<file path="src/design/sca5_pkg.sv">
// Shared types, constants and rounding helpers for the sin/cos fifth-harmonic block.
// Used by the front, back and top modules; depends on nothing.
package sca5_pkg;

  localparam int ADC_BITS_DEF    = 12;
  localparam int QUEUE_DEPTH_DEF = 2;
  localparam int SAMPLE_W        = 12;
  localparam int CFG_IDX_W       = 2;
  localparam int CFG_DATA_W      = 16;

  localparam logic [CFG_IDX_W-1:0] CFG_OFFSET_COS = 2'd0;
  localparam logic [CFG_IDX_W-1:0] CFG_OFFSET_SIN = 2'd1;
  localparam logic [CFG_IDX_W-1:0] CFG_REVERSE    = 2'd2;

  localparam logic signed [17:0] GAIN_Q15  = 18'sd26214;
  localparam logic signed [17:0] SCALE_Q15 = 18'sd26755;
  localparam logic signed [17:0] DAC_GAIN  = 18'sd2000;
  localparam logic [15:0]        MAG_FLOOR = 16'd3277;
  localparam logic signed [22:0] DAC_BIAS  = 23'sd16384;
  localparam logic [11:0]        DAC_MAX   = 12'd4095;

  typedef struct packed {
    logic [SAMPLE_W-1:0] cos_pos_sample;
    logic [SAMPLE_W-1:0] sin_pos_sample;
    logic [SAMPLE_W-1:0] cos_neg_sample;
    logic [SAMPLE_W-1:0] sin_neg_sample;
    logic [3:0]          ready_mask;
  } in_item_t;

  typedef struct packed {
    logic signed [15:0] cos_out;
    logic signed [15:0] sin_out;
    logic [11:0]        dac_code;
  } out_item_t;

  typedef struct packed {
    logic signed [15:0] xc;
    logic signed [15:0] xs;
  } diff_item_t;

  typedef struct packed {
    logic push;
    logic pop;
    logic full;
    logic empty;
  } q_ctl_t;

  typedef enum logic [4:0] {
    ST_IDLE, ST_FC, ST_FS, ST_FSU, ST_SQC, ST_SQS, ST_SQA, ST_SQRT,
    ST_DIVI, ST_DIV, ST_H0, ST_U2M, ST_U2, ST_U3M, ST_U3, ST_U5M, ST_T,
    ST_SCM, ST_SC, ST_R1M, ST_R2M, ST_R3M, ST_R4M, ST_R5, ST_DAC, ST_OUT
  } back_state_t;

  function automatic logic signed [41:0] rnd15(input logic signed [41:0] v);
    rnd15 = (v + 42'sd16384) >>> 15;
  endfunction

  function automatic logic signed [15:0] sat16(input logic signed [41:0] v);
    if (v > 42'sd32767) begin
      sat16 = 16'sh7fff;
    end else if (v < -42'sd32768) begin
      sat16 = 16'sh8000;
    end else begin
      sat16 = v[15:0];
    end
  endfunction

endpackage

</file>
<file path="src/design/sca5_fifo.sv">
// Small register queue between the front and back parts.
// Depends on nothing; width and depth come from the top level.
module sca5_fifo #(
  parameter int W     = 32,
  parameter int DEPTH = 2
) (
  input  logic         clk,
  input  logic         rst_n,
  input  logic         push,
  input  logic [W-1:0] wdata,
  input  logic         pop,
  output logic [W-1:0] rdata,
  output logic         full,
  output logic         empty
);
  localparam int PW = (DEPTH > 1) ? $clog2(DEPTH) : 1;
  localparam int CW = $clog2(DEPTH + 1);

  logic [W-1:0]  mem_r [DEPTH];
  logic [PW-1:0] wr_ptr_r, rd_ptr_r;
  logic [CW-1:0] count_r;

  assign full  = (count_r == CW'(DEPTH));
  assign empty = (count_r == '0);
  assign rdata = mem_r[rd_ptr_r];

  always_ff @(posedge clk) begin
    if (push) begin
      mem_r[wr_ptr_r] <= wdata;
    end
  end

  always_ff @(posedge clk) begin
    if (!rst_n) begin
      wr_ptr_r <= '0;
      rd_ptr_r <= '0;
      count_r  <= '0;
    end else begin
      if (push) begin
        wr_ptr_r <= (wr_ptr_r == PW'(DEPTH - 1)) ? '0 : wr_ptr_r + 1'b1;
      end
      if (pop) begin
        rd_ptr_r <= (rd_ptr_r == PW'(DEPTH - 1)) ? '0 : rd_ptr_r + 1'b1;
      end
      if (push && !pop) begin
        count_r <= count_r + 1'b1;
      end else if (pop && !push) begin
        count_r <= count_r - 1'b1;
      end
    end
  end

endmodule

</file>
<file path="src/design/sca5_front.sv">
// Front part: accepts sample sets, applies ready mask and forms Q1.15 differences, negating the sine one when reversed.
// Depends on sca5_pkg; feeds sca5_fifo.
module sca5_front #(
  parameter int ADC_BITS = sca5_pkg::ADC_BITS_DEF
) (
  input  logic                  in_valid,
  output logic                  in_stall,
  input  sca5_pkg::in_item_t    in_data,
  input  logic                  reverse,
  input  logic                  q_full,
  output logic                  q_push,
  output sca5_pkg::diff_item_t  q_wdata
);
  localparam int SW = (ADC_BITS < sca5_pkg::SAMPLE_W) ? ADC_BITS : sca5_pkg::SAMPLE_W;
  localparam logic [sca5_pkg::SAMPLE_W-1:0] AMASK = sca5_pkg::SAMPLE_W'((1 << SW) - 1);
  localparam int LS = (ADC_BITS <= 15) ? 15 - ADC_BITS : 0;
  localparam int RS = (ADC_BITS > 15) ? ADC_BITS - 15 : 0;

  logic [sca5_pkg::SAMPLE_W-1:0] cp, sp, cn, sn;
  logic signed [17:0]            dc, ds;
  logic signed [15:0]            xc, xs;

  function automatic logic signed [15:0] to_q15(input logic signed [17:0] d);
    if (ADC_BITS <= 15) begin
      to_q15 = 16'(d <<< LS);
    end else if (d < 0) begin
      to_q15 = 16'(-((-d) >>> RS));
    end else begin
      to_q15 = 16'(d >>> RS);
    end
  endfunction

  always_comb begin
    cp = in_data.ready_mask[0] ? (in_data.cos_pos_sample & AMASK) : '0;
    sp = in_data.ready_mask[1] ? (in_data.sin_pos_sample & AMASK) : '0;
    cn = in_data.ready_mask[2] ? (in_data.cos_neg_sample & AMASK) : '0;
    sn = in_data.ready_mask[3] ? (in_data.sin_neg_sample & AMASK) : '0;
    dc = $signed(18'(cp)) - $signed(18'(cn));
    ds = $signed(18'(sp)) - $signed(18'(sn));
    xc = to_q15(dc);
    xs = to_q15(ds);
    q_wdata.xc = xc;
    q_wdata.xs = reverse ? -xs : xs;
  end

  assign in_stall = q_full;
  assign q_push   = in_valid && !q_full;

endmodule

</file>
<file path="src/design/sca5_back.sv">
// Back part: filter, magnitude, normalize, fifth harmonic, rotation and DAC code.
// Depends on sca5_pkg; one shared multiplier driven by a sequencer.
module sca5_back (
  input  logic                 clk,
  input  logic                 rst_n,
  input  sca5_pkg::diff_item_t q_rdata,
  input  logic                 q_empty,
  output logic                 q_pop,
  input  logic signed [15:0]   offset_cos,
  input  logic signed [15:0]   offset_sin,
  output logic                 out_valid,
  input  logic                 out_stall,
  output sca5_pkg::out_item_t  out_data
);
  sca5_pkg::back_state_t state_r, state_nxt;

  logic signed [15:0] xc_r, xs_r, fc_r, fs_r, co_r, so_r;
  logic signed [40:0] p_r, prod;
  logic signed [22:0] mul_a;
  logic signed [17:0] mul_b;
  logic [31:0]        sq_r, v_r;
  logic [32:0]        r_r, sqsum;
  logic [30:0]        bit_r;
  logic [15:0]        mag_r, remc_r, rems_r, absc, abss, magc;
  logic [19:0]        numc_r, nums_r, qc_r, qs_r;
  logic [16:0]        rem2c, rem2s;
  logic [4:0]         cnt_r;
  logic signed [16:0] uc_r, us_r, u2_r, u3_r, ul, difc, difs;
  logic signed [22:0] t_r, c5_r, s5_r, u5;
  logic signed [41:0] acc_r, pr;
  logic [11:0]        dac_r;
  logic               lane_r, load, out_valid_r;
  sca5_pkg::out_item_t out_data_r;

  function automatic logic signed [16:0] to_unit(input logic [19:0] q, input logic neg);
    logic [16:0] qs;
    qs = (q > 20'd32768) ? 17'd32768 : q[16:0];
    to_unit = neg ? -$signed(qs) : $signed(qs);
  endfunction

  assign ul    = lane_r ? us_r : uc_r;
  assign difc  = 17'(xc_r) - 17'(fc_r);
  assign difs  = 17'(xs_r) - 17'(fs_r);
  assign pr    = 42'(p_r);
  assign prod  = mul_a * mul_b;
  assign sqsum = r_r + 33'(bit_r);
  assign absc  = fc_r[15] ? 16'(-fc_r) : 16'(fc_r);
  assign abss  = fs_r[15] ? 16'(-fs_r) : 16'(fs_r);
  assign magc  = (r_r[15:0] <= sca5_pkg::MAG_FLOOR) ? sca5_pkg::MAG_FLOOR : r_r[15:0];
  assign rem2c = {remc_r, numc_r[19]};
  assign rem2s = {rems_r, nums_r[19]};
  assign u5    = 23'(sca5_pkg::rnd15(pr));
  assign load  = (state_r == sca5_pkg::ST_OUT) && (!out_valid_r || !out_stall);

  always_comb begin
    state_nxt = state_r;
    unique case (state_r)
      sca5_pkg::ST_IDLE: if (!q_empty) state_nxt = sca5_pkg::ST_FC;
      sca5_pkg::ST_FC:   state_nxt = sca5_pkg::ST_FS;
      sca5_pkg::ST_FS:   state_nxt = sca5_pkg::ST_FSU;
      sca5_pkg::ST_FSU:  state_nxt = sca5_pkg::ST_SQC;
      sca5_pkg::ST_SQC:  state_nxt = sca5_pkg::ST_SQS;
      sca5_pkg::ST_SQS:  state_nxt = sca5_pkg::ST_SQA;
      sca5_pkg::ST_SQA:  state_nxt = sca5_pkg::ST_SQRT;
      sca5_pkg::ST_SQRT: if (bit_r[0]) state_nxt = sca5_pkg::ST_DIVI;
      sca5_pkg::ST_DIVI: state_nxt = sca5_pkg::ST_DIV;
      sca5_pkg::ST_DIV:  if (cnt_r == '0) state_nxt = sca5_pkg::ST_H0;
      sca5_pkg::ST_H0:   state_nxt = sca5_pkg::ST_U2M;
      sca5_pkg::ST_U2M:  state_nxt = sca5_pkg::ST_U2;
      sca5_pkg::ST_U2:   state_nxt = sca5_pkg::ST_U3M;
      sca5_pkg::ST_U3M:  state_nxt = sca5_pkg::ST_U3;
      sca5_pkg::ST_U3:   state_nxt = sca5_pkg::ST_U5M;
      sca5_pkg::ST_U5M:  state_nxt = sca5_pkg::ST_T;
      sca5_pkg::ST_T:    state_nxt = sca5_pkg::ST_SCM;
      sca5_pkg::ST_SCM:  state_nxt = sca5_pkg::ST_SC;
      sca5_pkg::ST_SC:   state_nxt = lane_r ? sca5_pkg::ST_R1M : sca5_pkg::ST_U2M;
      sca5_pkg::ST_R1M:  state_nxt = sca5_pkg::ST_R2M;
      sca5_pkg::ST_R2M:  state_nxt = sca5_pkg::ST_R3M;
      sca5_pkg::ST_R3M:  state_nxt = sca5_pkg::ST_R4M;
      sca5_pkg::ST_R4M:  state_nxt = sca5_pkg::ST_R5;
      sca5_pkg::ST_R5:   state_nxt = sca5_pkg::ST_DAC;
      sca5_pkg::ST_DAC:  state_nxt = sca5_pkg::ST_OUT;
      sca5_pkg::ST_OUT:  if (load) state_nxt = sca5_pkg::ST_IDLE;
      default:           state_nxt = sca5_pkg::ST_IDLE;
    endcase
  end

  always_comb begin
    mul_a = '0;
    mul_b = '0;
    q_pop = (state_r == sca5_pkg::ST_IDLE) && !q_empty;
    unique case (state_r)
      sca5_pkg::ST_FC:  begin mul_a = 23'(difc); mul_b = sca5_pkg::GAIN_Q15; end
      sca5_pkg::ST_FS:  begin mul_a = 23'(difs); mul_b = sca5_pkg::GAIN_Q15; end
      sca5_pkg::ST_SQC: begin mul_a = 23'(fc_r); mul_b = 18'(fc_r); end
      sca5_pkg::ST_SQS: begin mul_a = 23'(fs_r); mul_b = 18'(fs_r); end
      sca5_pkg::ST_U2M: begin mul_a = 23'(ul);   mul_b = 18'(ul); end
      sca5_pkg::ST_U3M: begin mul_a = 23'(u2_r); mul_b = 18'(ul); end
      sca5_pkg::ST_U5M: begin mul_a = 23'(u3_r); mul_b = 18'(u2_r); end
      sca5_pkg::ST_SCM: begin mul_a = t_r;       mul_b = sca5_pkg::SCALE_Q15; end
      sca5_pkg::ST_R1M: begin mul_a = c5_r;      mul_b = 18'(offset_cos); end
      sca5_pkg::ST_R2M: begin mul_a = s5_r;      mul_b = 18'(offset_sin); end
      sca5_pkg::ST_R3M: begin mul_a = s5_r;      mul_b = 18'(offset_cos); end
      sca5_pkg::ST_R4M: begin mul_a = c5_r;      mul_b = 18'(offset_sin); end
      sca5_pkg::ST_R5:  begin
        mul_a = 23'(co_r) + sca5_pkg::DAC_BIAS;
        mul_b = sca5_pkg::DAC_GAIN;
      end
      default: begin end
    endcase
  end

  always_ff @(posedge clk) begin
    if (!rst_n) begin
      state_r     <= sca5_pkg::ST_IDLE;
      out_valid_r <= 1'b0;
      fc_r        <= '0;
      fs_r        <= '0;
    end else begin
      state_r <= state_nxt;
      if (load) begin
        out_valid_r <= 1'b1;
      end else if (!out_stall) begin
        out_valid_r <= 1'b0;
      end
      if (state_r == sca5_pkg::ST_FS) begin
        fc_r <= sca5_pkg::sat16(42'(fc_r) + sca5_pkg::rnd15(pr));
      end
      if (state_r == sca5_pkg::ST_FSU) begin
        fs_r <= sca5_pkg::sat16(42'(fs_r) + sca5_pkg::rnd15(pr));
      end
    end
  end

  always_ff @(posedge clk) begin
    p_r <= prod;
    unique case (state_r)
      sca5_pkg::ST_IDLE: begin
        xc_r <= q_rdata.xc;
        xs_r <= q_rdata.xs;
      end
      sca5_pkg::ST_SQS: sq_r <= p_r[31:0];
      sca5_pkg::ST_SQA: begin
        v_r   <= sq_r + p_r[31:0];
        r_r   <= '0;
        bit_r <= 31'h4000_0000;
      end
      sca5_pkg::ST_SQRT: begin
        if ({1'b0, v_r} >= sqsum) begin
          v_r <= 32'({1'b0, v_r} - sqsum);
          r_r <= (r_r >> 1) + 33'(bit_r);
        end else begin
          r_r <= r_r >> 1;
        end
        bit_r <= bit_r >> 2;
      end
      sca5_pkg::ST_DIVI: begin
        mag_r  <= magc;
        remc_r <= 16'(absc[15:5]);
        rems_r <= 16'(abss[15:5]);
        numc_r <= {absc[4:0], 15'd0};
        nums_r <= {abss[4:0], 15'd0};
        qc_r   <= '0;
        qs_r   <= '0;
        cnt_r  <= 5'd19;
      end
      sca5_pkg::ST_DIV: begin
        if (rem2c >= {1'b0, mag_r}) begin
          remc_r <= 16'(rem2c - {1'b0, mag_r});
          qc_r   <= {qc_r[18:0], 1'b1};
        end else begin
          remc_r <= rem2c[15:0];
          qc_r   <= {qc_r[18:0], 1'b0};
        end
        if (rem2s >= {1'b0, mag_r}) begin
          rems_r <= 16'(rem2s - {1'b0, mag_r});
          qs_r   <= {qs_r[18:0], 1'b1};
        end else begin
          rems_r <= rem2s[15:0];
          qs_r   <= {qs_r[18:0], 1'b0};
        end
        numc_r <= numc_r << 1;
        nums_r <= nums_r << 1;
        cnt_r  <= cnt_r - 1'b1;
      end
      sca5_pkg::ST_H0: begin
        uc_r   <= to_unit(qc_r, fc_r[15]);
        us_r   <= to_unit(qs_r, fs_r[15]);
        lane_r <= 1'b0;
      end
      sca5_pkg::ST_U2: u2_r <= 17'(sca5_pkg::rnd15(pr));
      sca5_pkg::ST_U3: u3_r <= 17'(sca5_pkg::rnd15(pr));
      sca5_pkg::ST_T:  t_r <= (u5 <<< 4) - 23'sd20 * 23'(u3_r) + 23'sd5 * 23'(ul);
      sca5_pkg::ST_SC: begin
        if (lane_r) begin
          s5_r <= 23'(sca5_pkg::rnd15(pr));
        end else begin
          c5_r <= 23'(sca5_pkg::rnd15(pr));
        end
        lane_r <= 1'b1;
      end
      sca5_pkg::ST_R2M: acc_r <= pr;
      sca5_pkg::ST_R3M: co_r <= sca5_pkg::sat16(sca5_pkg::rnd15(acc_r + pr));
      sca5_pkg::ST_R4M: acc_r <= -pr;
      sca5_pkg::ST_R5:  so_r <= sca5_pkg::sat16(sca5_pkg::rnd15(acc_r + pr));
      sca5_pkg::ST_DAC: begin
        if (p_r < 0) begin
          dac_r <= '0;
        end else if ((p_r >>> 14) > 41'sd4095) begin
          dac_r <= sca5_pkg::DAC_MAX;
        end else begin
          dac_r <= p_r[25:14];
        end
      end
      default: begin end
    endcase
    if (load) begin
      out_data_r.cos_out  <= co_r;
      out_data_r.sin_out  <= so_r;
      out_data_r.dac_code <= dac_r;
    end
  end

  assign out_valid = out_valid_r;
  assign out_data  = out_data_r;

endmodule

</file>
<file path="src/design/sincos_angle_fifth_harmonic_top.sv">
// A transaction goes from the queue to the back and then to the output register.
// The back takes no new transaction until the shared multiplier sequencer
// with its 16-step square root and 20-step divider has loaded the last result.
// The front accepts up to QUEUE_DEPTH transactions ahead while the back is busy.
// Reset (synchronous, rst_n low): filter state, offsets and direction clear to 0;
// queue and output register empty.
module sincos_angle_fifth_harmonic_top #(
  parameter int ADC_BITS    = sca5_pkg::ADC_BITS_DEF,
  parameter int QUEUE_DEPTH = sca5_pkg::QUEUE_DEPTH_DEF
) (
  input  logic                              clk,
  input  logic                              rst_n,
  input  logic                              in_valid,
  output logic                              in_stall,
  input  sca5_pkg::in_item_t                in_data,
  output logic                              out_valid,
  input  logic                              out_stall,
  output sca5_pkg::out_item_t               out_data,
  input  logic                              cfg_we,
  input  logic [sca5_pkg::CFG_IDX_W-1:0]    cfg_index,
  input  logic [sca5_pkg::CFG_DATA_W-1:0]   cfg_wdata
);
  logic signed [15:0]   offset_cos_r, offset_sin_r;
  logic                 reverse_r;
  sca5_pkg::q_ctl_t     qc;
  sca5_pkg::diff_item_t q_wdata, q_rdata;

  always_ff @(posedge clk) begin
    if (!rst_n) begin
      offset_cos_r <= '0;
      offset_sin_r <= '0;
      reverse_r    <= 1'b0;
    end else if (cfg_we) begin
      unique case (cfg_index)
        sca5_pkg::CFG_OFFSET_COS: offset_cos_r <= cfg_wdata;
        sca5_pkg::CFG_OFFSET_SIN: offset_sin_r <= cfg_wdata;
        sca5_pkg::CFG_REVERSE:    reverse_r    <= cfg_wdata[0];
        default: begin end
      endcase
    end
  end

  sca5_front #(.ADC_BITS(ADC_BITS)) u_front (
    .in_valid (in_valid),
    .in_stall (in_stall),
    .in_data  (in_data),
    .reverse  (reverse_r),
    .q_full   (qc.full),
    .q_push   (qc.push),
    .q_wdata  (q_wdata)
  );

  sca5_fifo #(.W($bits(sca5_pkg::diff_item_t)), .DEPTH(QUEUE_DEPTH)) u_fifo (
    .clk   (clk),
    .rst_n (rst_n),
    .push  (qc.push),
    .wdata (q_wdata),
    .pop   (qc.pop),
    .rdata (q_rdata),
    .full  (qc.full),
    .empty (qc.empty)
  );

  sca5_back u_back (
    .clk        (clk),
    .rst_n      (rst_n),
    .q_rdata    (q_rdata),
    .q_empty    (qc.empty),
    .q_pop      (qc.pop),
    .offset_cos (offset_cos_r),
    .offset_sin (offset_sin_r),
    .out_valid  (out_valid),
    .out_stall  (out_stall),
    .out_data   (out_data)
  );

  a_push_not_full: assert property (@(posedge clk) disable iff (!rst_n)
    qc.push |-> !qc.full) else $error("queue push while full");

  a_pop_not_empty: assert property (@(posedge clk) disable iff (!rst_n)
    qc.pop |-> !qc.empty) else $error("queue pop while empty");

  a_reset_clears_out: assert property (@(posedge clk)
    !rst_n |=> !out_valid) else $error("result valid right after reset");

endmodule
</file>
<file path="config.mk">
export PLATFORM = sky130hd
export DESIGN_NAME = sincos_angle_fifth_harmonic_top
export DESIGN_NICKNAME = d
export VERILOG_FILES = /design/src/design/sca5_pkg.sv /design/src/design/sca5_fifo.sv /design/src/design/sca5_front.sv /design/src/design/sca5_back.sv /design/src/design/sincos_angle_fifth_harmonic_top.sv
export SDC_FILE = /design/constraint.sdc
export NUM_CORES = 2
export LEC_CHECK = 0
export ABC_AREA = 1
export BUFFER_PORTS_ARGS = -buffer_cell sky130_fd_sc_hd__buf_2
export CORE_UTILIZATION = 40
export DETAILED_ROUTE_END_ITERATION = 7
export SLEW_MARGIN = 20
export SYNTH_ARGS = -nofsm -noshare
export SYNTH_HDL_FRONTEND = slang
export SYNTH_SLANG_ARGS = --single-unit
</file>
<file path="constraint.sdc">
create_clock -name clk -period 9.1 [get_ports clk]
set_input_delay 0.91 -clock clk [delete_from_list [all_inputs] [get_ports clk]]
set_output_delay 0.91 -clock clk [all_outputs]
set_load 0.03 [all_outputs]
</file>
After elaboration in Yosys (flattened, before gate mapping)
Memory sizes are Yosys's and may differ from the RTL's. A register that Yosys moved wholly into a read port is not among the register bits.
Index checks and enable logic that the tools add are counted.
{"block": "totals", "reg_bits": 661, "mem_bits_rw": 58, "input_bits": 75, "out_inout_bits": 46, "elab_cells": 208, "n_memories": 1}
{"block": "classes", "n_addsub": 29, "n_mul": 3, "order_cmp": 14, "n_eq_ne": 34, "mux": 53, "n_bitwise": 1, "n_reduce_logical": 34}
{"memory": "u_fifo.mem_r", "words": 2, "width": 29, "read_ports": 1, "rd_clocked_by_memory_dff": 1, "wr": 1, "line": "sca5_fifo.sv:19", "rtl": "logic [W-1:0] mem_r [DEPTH];"}
{"cell": "$pmux 23 s11", "n": 1}
{"cell": "$mux 16", "n": 11}
{"cell": "$pmux 18 s9", "n": 1}
{"cell": "$pmux 20 s2", "n": 4}
{"cell": "$pmux 5 s26", "n": 1}
{"cell": "$mux 17", "n": 5}
{"cell": "$gt 42x16->1 const B", "n": 2}
{"cell": "$lt 42x16->1 const B", "n": 2}
{"cell": "$pmux 42 s2", "n": 1}
{"cell": "$pmux 33 s2", "n": 1}
{"cell": "$pmux 16 s2", "n": 2}
{"cell": "$pmux 32 s2", "n": 1}
{"cell": "$pmux 31 s2", "n": 1}
{"cell": "$mux 12", "n": 5}
{"cell": "$add 16x27->28", "n": 2}
{"cell": "$eq 5x5->1 const B", "n": 10}
{"cell": "$neg 16->16", "n": 3}
{"cell": "$add 41x16->42 const B", "n": 1}
{"cell": "$add 42x16->42 const B", "n": 1}
{"cell": "$add 42x41->42", "n": 1}
{"cell": "$mul 4x17->21 const A", "n": 2}
{"cell": "$neg 41->42", "n": 1}
{"cell": "$lt 41x1->1 const B", "n": 1}
{"cell": "$mul 23x18->41", "n": 1}
{"cell": "47 further kinds", "n": 107}

Longest topological paths before layout
{"block": "logic_depth", "word_depth": 7, "depth_mapped": 43}

Modules after synthesis
From an unflattened synthesis, not the netlist that was laid out.
{"block": "unflattened", "hier_cells": 8335, "area_unflattened_um2": 66288.6}
{"mod": "sca5_back", "n_inst": 1, "cells_per_inst": 7600, "area_each_um2": 60147.7, "seq_area_each_um2": 17076.4}
{"mod": "sca5_fifo", "n_inst": 1, "cells_per_inst": 135, "area_each_um2": 2693.8, "seq_area_each_um2": 2021.9}
{"mod": "sca5_front", "n_inst": 1, "cells_per_inst": 383, "area_each_um2": 1995.7, "seq_area_each_um2": 0.0}
{"mod": "sincos_angle_fifth_harmonic_top", "n_inst": 1, "cells_per_inst": 217, "area_each_um2": 1451.4, "seq_area_each_um2": 660.6}

Worst setup path after synthesis
No wires, ideal clock.
{"block": "synth_timing", "path_type": "reg-to-reg", "from": "register u_back.fc_r[15]", "to": "register u_back.p_r[38]", "setup_time_ns": 0.072, "arrival_time_ns": 7.696, "required_ns": 9.028, "setup_slack_ns": 1.332, "stages_incl_launch_ff": 34, "period_less_slack_ns": 7.768, "cell_sequence": "dfxtp_1 -> clkbuf_1 -> clkinv_1 -> clkbuf_1 -> ha_1 -> a21oi_1 -> o31ai_1 -> a21oi_1 -> nand2_1 -> xor2_1 -> nand2_1 -> nand3_2 -> nor2_2 -> inv_2 -> nand2_1 -> fa_1 -> inv_1 -> fa_1 -> fa_1 -> inv_1 -> fa_1 -> inv_1 -> fa_1 -> inv_1 -> fa_1 -> inv_1 -> ha_1 -> nand2_1 -> nor2_1 -> nand2_1 -> nor4_1 -> nand3_1 -> o2111ai_1 -> xor2_1"}
{"block": "synth_via", "elab_chain_cells": 3}
{"item": "start: declaration", "line": "sca5_back.sv:17", "rtl": "logic signed [15:0] xc_r, xs_r, fc_r, fs_r, co_r, so_r;"}
{"item": "start signal: assignment", "line": "sca5_back.sv:127", "rtl": "fc_r <= sca5_pkg::sat16(42'(fc_r) + sca5_pkg::rnd15(pr));"}
{"item": "$sub 16x16->17", "line": "sca5_back.sv:42", "rtl": "assign difc = 17'(xc_r) - 17'(fc_r);"}
{"item": "$pmux 23 s11", "line": "sca5_back.sv:92", "rtl": "unique case (state_r)"}
{"item": "$mul 23x18->41 *", "line": "sca5_back.sv:45", "rtl": "assign prod = mul_a * mul_b;"}
{"item": "named net u_back.prod[38]", "line": "sca5_back.sv:18", "rtl": "logic signed [40:0] p_r, prod;"}
{"item": "end signal: assignment", "line": "sca5_back.sv:136", "rtl": "p_r <= prod;"}
{"item": "end: declaration", "line": "sca5_back.sv:18"}
Mark *: on every way through the listed nets, which the timed path passes. The rest lies on a longest branch.
A chain may end at the register's enable or synchronous reset.

Final worst setup path
{"block": "layout_timing", "from": "register u_back.state_r[2]", "to": "register u_back.p_r[40]"}
{"block": "layout_via", "elab_chain_cells": 4}
{"item": "start: declaration", "line": "sca5_back.sv:15", "rtl": "sca5_pkg::back_state_t state_r, state_nxt;"}
{"item": "start signal: assignment", "line": "sca5_back.sv:115", "rtl": "state_r <= sca5_pkg::ST_IDLE;"}
{"item": "start signal: assignment", "line": "sca5_back.sv:120", "rtl": "state_r <= state_nxt;"}
{"item": "$eq 5x5->1, or another cell as far along", "line": "sca5_back.sv:92"}
{"item": "$reduce_or 2->1 (no line)"}
{"item": "$pmux 23 s11 / $pmux 18 s9 (equally long branches)", "line": "sca5_back.sv:92"}
{"item": "$mul 23x18->41 *", "line": "sca5_back.sv:45"}
{"item": "named net u_back.prod[40]", "line": "sca5_back.sv:18"}
Marked as above.

==> metrics.cfg <==
[worst_setup_path]
end_kind = register
required_ns = 9.71
reg2reg_slack_ns = 0.47
worstReg2RegStart = u_back.state_r[2]$_SDFFE_PN0P_
critical-path-slowest-cell = nor4_1
cp-start-kind = register
worstPathArrival_ns = 9.23
cp_max_fo = 13
reg2reg_depth = 30
timing.rr.end = u_back.p_r[40]$_DFF_P_
crit_type = register to register
crit_path_frequent_cell = inv_1
cp_slowest_stage_delay_ns = 0.64

[cells_and_area]
layout_common_cells = 2067 x nand2_1, 1512 x inv_1, 817 x nor2_1
final_cells = 10800
mostFrequentLayoutCell = nand2_1
fillers = 16200
finalNetCount = 9604
post-route-util_pct = 44.6
final_area_um2 = 71900
drive_gt1_share_pct = 6.07
syn_to_final_growth_pct = 10.2

[sta]
setup-tns-final_ns = 0
hold_violations = 0
grt_setup_unrepaired = false
max_freq_ghz = 0.116
period_needed_ns = 8.63
min_period_over_period_pct = 94.8
slew_headroom_pct = 21.1
setup-violations-final = 0
slew_viol_final = 0
tightest_slew_ns = 1.18
skew_ns = 0.0758

[floorplanning]
fp.dieW_um = 406
die_h_um = 406
num_rows = 147
coreArea_um2 = 161000
die_area_um2 = 165000
initial_core_util_pct = 40.5
io-pin-count = 121

[detailed_routing]
vias = 57300
wire_per_inst_um = 21.0
remaining_drc_errors = 0
ant_nets = 0
drt_iter0_markers = 5320
dr.pass1.iters = 6
via_per_inst = 5.30
wl_um = 228000

[placement]
dp.cells = 10700
numPortBuffers = 120
dpl_cell_area_um2 = 69000
gp_congestion = 1.04
dp_hpwl_um = 183000

[grt]
antenna_found_initial = 10
grt_pass1_wl_um = 344000
grt_overflow_total = 0
grt_pass1_vias = 55300
grt_max_degree = 69
grt_usage_pct = 27.6

[cts]
htreeDepth = 3
clock-sinks = 678
cts_tree = built
cts_buffer_depth = 3
clk_pin_slew_worst_paths_ns = 0.07
clock-root-buffer = clkbuf_16
insertion_delay_ns = 0.74
cts_buffers = 83

[outcome]
status = completed

[pwr]
p_leak_nw = 35.2
irDropWorstVdd_v = 0.000249
power.total_w = 0.0212
p_per_area_nw_per_um2 = 295

[synth]
synth-seq-cells = 678
synth_flop_cell = edfxtp_1
synthCells = 8408
ys_async_sr_fraction_pct = 0
synth_edf_count = 562
seq_area_frac_synth_pct = 29.4
ys.warnings.count = 0
syn_nets = 9431
synth.distinct_cells = 76
synth_area_um2 = 65300
synth.avg_cell_area_um2 = 7.76

[worst_hold_path]
min_from = u_back.dac_r[8]$_SDFFCE_PP0P_
hold_path.class = register to register
holdPathEnd = u_back.out_data[8]$_DFFE_PP_
worst_hold_path.num_cells = 0

[flow_run]
maxCapViolations = 0

## kinds of logic (layout without fill, tap and decap cells)
kind of cell             Yosys count  in the layout  share of synthesized area (%)
AO/OA/AOI/OAI                   1223           1223                           10.6
XOR/XNOR                         337            337                           4.52
adder cells (fa/ha/maj)          948            948                           23.2
buffers and inverters           1706           1950                           10.0
flip-flops                       678            678                           29.4
other                              0             10                              0
AND/OR/NAND/NOR                 3516           3516                           22.2
## synthesized netlist by cell type, types with 7 or more instances
cell type	count	share of area, %
nand2_1	2069	12
inv_1	1514	8.7
nor2_1	832	4.8
edfxtp_1	562	26
ha_1	511	9.8
a21oi_1	507	3.9
fa_1	437	13
o21ai_0	415	3.2
nand3_1	286	2.2
xor2_1	208	2.8
xnor2_1	129	1.7
dfxtp_1	116	3.6
nand4_1	97	0.93
clkbuf_1	85	0.49
nor3_1	82	0.63
buf_2	62	0.48
nor4_1	41	0.39
o21bai_1	36	0.41
a21o_1	33	0.38
a31oi_1	31	0.30
a221oi_1	30	0.40
or2_2	26	0.25
nand3b_1	25	0.29
o22ai_1	20	0.19
inv_2	19	0.11
o31ai_1	17	0.20
a211oi_1	15	0.17
o211ai_1	13	0.15
a22o_1	12	0.16
o21a_1	12	0.14
o21ai_1	12	0.092
buf_4	11	0.13
nor2_2	10	0.096
o2111ai_1	10	0.13
a21boi_0	8	0.092
and2_1	8	0.077
o221ai_1	8	0.11
a221o_1	7	0.11
nand2_2	7	0.067
nor3_2	7	0.11
## sequential cells by signal, indices dropped and copies added (netlist names), 17 cells and up
signal           count
u_back.r_r          33
u_back.s5_r         23
u_back.uc_r         17
u_back.u2_r         17
u_back.acc_r        42
u_back.v_r          32
u_back.t_r          23
u_back.u3_r         17
u_back.qc_r         20
u_back.p_r          41
u_back.out_data     44
u_fifo.mem_r        52
u_back.sq_r         32
u_back.us_r         17
u_back.c5_r         23
u_back.qs_r         20
## metrics by stage
step                      worst slack, ns  hold slack [ns]
after floorplan                      1.33            0.400
after global placement              0.575            0.405
after detailed placement            0.576            0.405
after CTS                           0.478            0.409
after global routing               0.0271            0.425
final                               0.472            0.418
## worst max-delay path by stage
stage | endpoint | cells after the start | slack (ns) | start
2_1_floorplan | u_back.p_r[38]$_DFF_P_ | 33 | 1.33 | u_back.fc_r[15]$_SDFFE_PN0P_
3_3_place_gp | u_back.p_r[22]$_DFF_P_ | 27 | 0.57 | u_back.state_r[0]$_SDFFE_PN0P_
3_5_place_dp | u_back.p_r[35]$_DFF_P_ | 30 | 0.58 | u_back.state_r[0]$_SDFFE_PN0P_
4_1_cts | u_back.p_r[38]$_DFF_P_ | 28 | 0.48 | u_back.state_r[0]$_SDFFE_PN0P_
5_1_grt | u_back.p_r[35]$_DFF_P_ | 35 | 0.03 | u_back.fc_r[3]$_SDFFE_PN0P_
6_report | u_back.p_r[40]$_DFF_P_ | 30 | 0.47 | u_back.state_r[2]$_SDFFE_PN0P_
## critical path: cells and delay by family, from the launching register on
| kind | cells | cell delay [ns] |
|---|---|---|
| xor gates and xnor gates | 1 | 0.15 |
| AOI/OAI and AO/OA | 5 | 1.61 |
| adders and majority gates | 7 | 2.67 |
| DFF | 1 | 0.39 |
| buffers and inverters | 7 | 1.60 |
| and+or+nand+nor | 10 | 2.05 |
## layout make-up
type                            count  area (um^2)  area share (%)
Tap cell                         2160         2700            3.76
Clock inverter                     53          669           0.931
Multi-Input combinational cell   6024        39700            55.2
Clock buffer                      103         2250            3.13
Antenna cell                       10         25.0          0.0348
Sequential cell                   678        19200            26.7
Timing Repair Buffer              256         1620            2.25
Inverter                         1538         5780            8.03
## metal layers
metal  GRT usage [%]  wire length (um)
met1            38.6            102000
met2            41.9             97100
met3            5.44             19300
met4            10.9              9560
met5               0                36
## power breakdown
| group | switching (W) | internal (W) |
|---|---|---|
| clock network | 0.00154 | 0.00200 |
| logic | 0.00898 | 0.00419 |
| registers | 0.000423 | 0.00406 |
| total | 0.0109 | 0.0103 |
## timing repair
item | in CTS | in global routing
resized for setup | 0 | 5
hold buffers | 0 | 0
setup buffers | 0 | 0
setup endpoints to repair | 0 | 4
(Power assumes the default switching activity.)
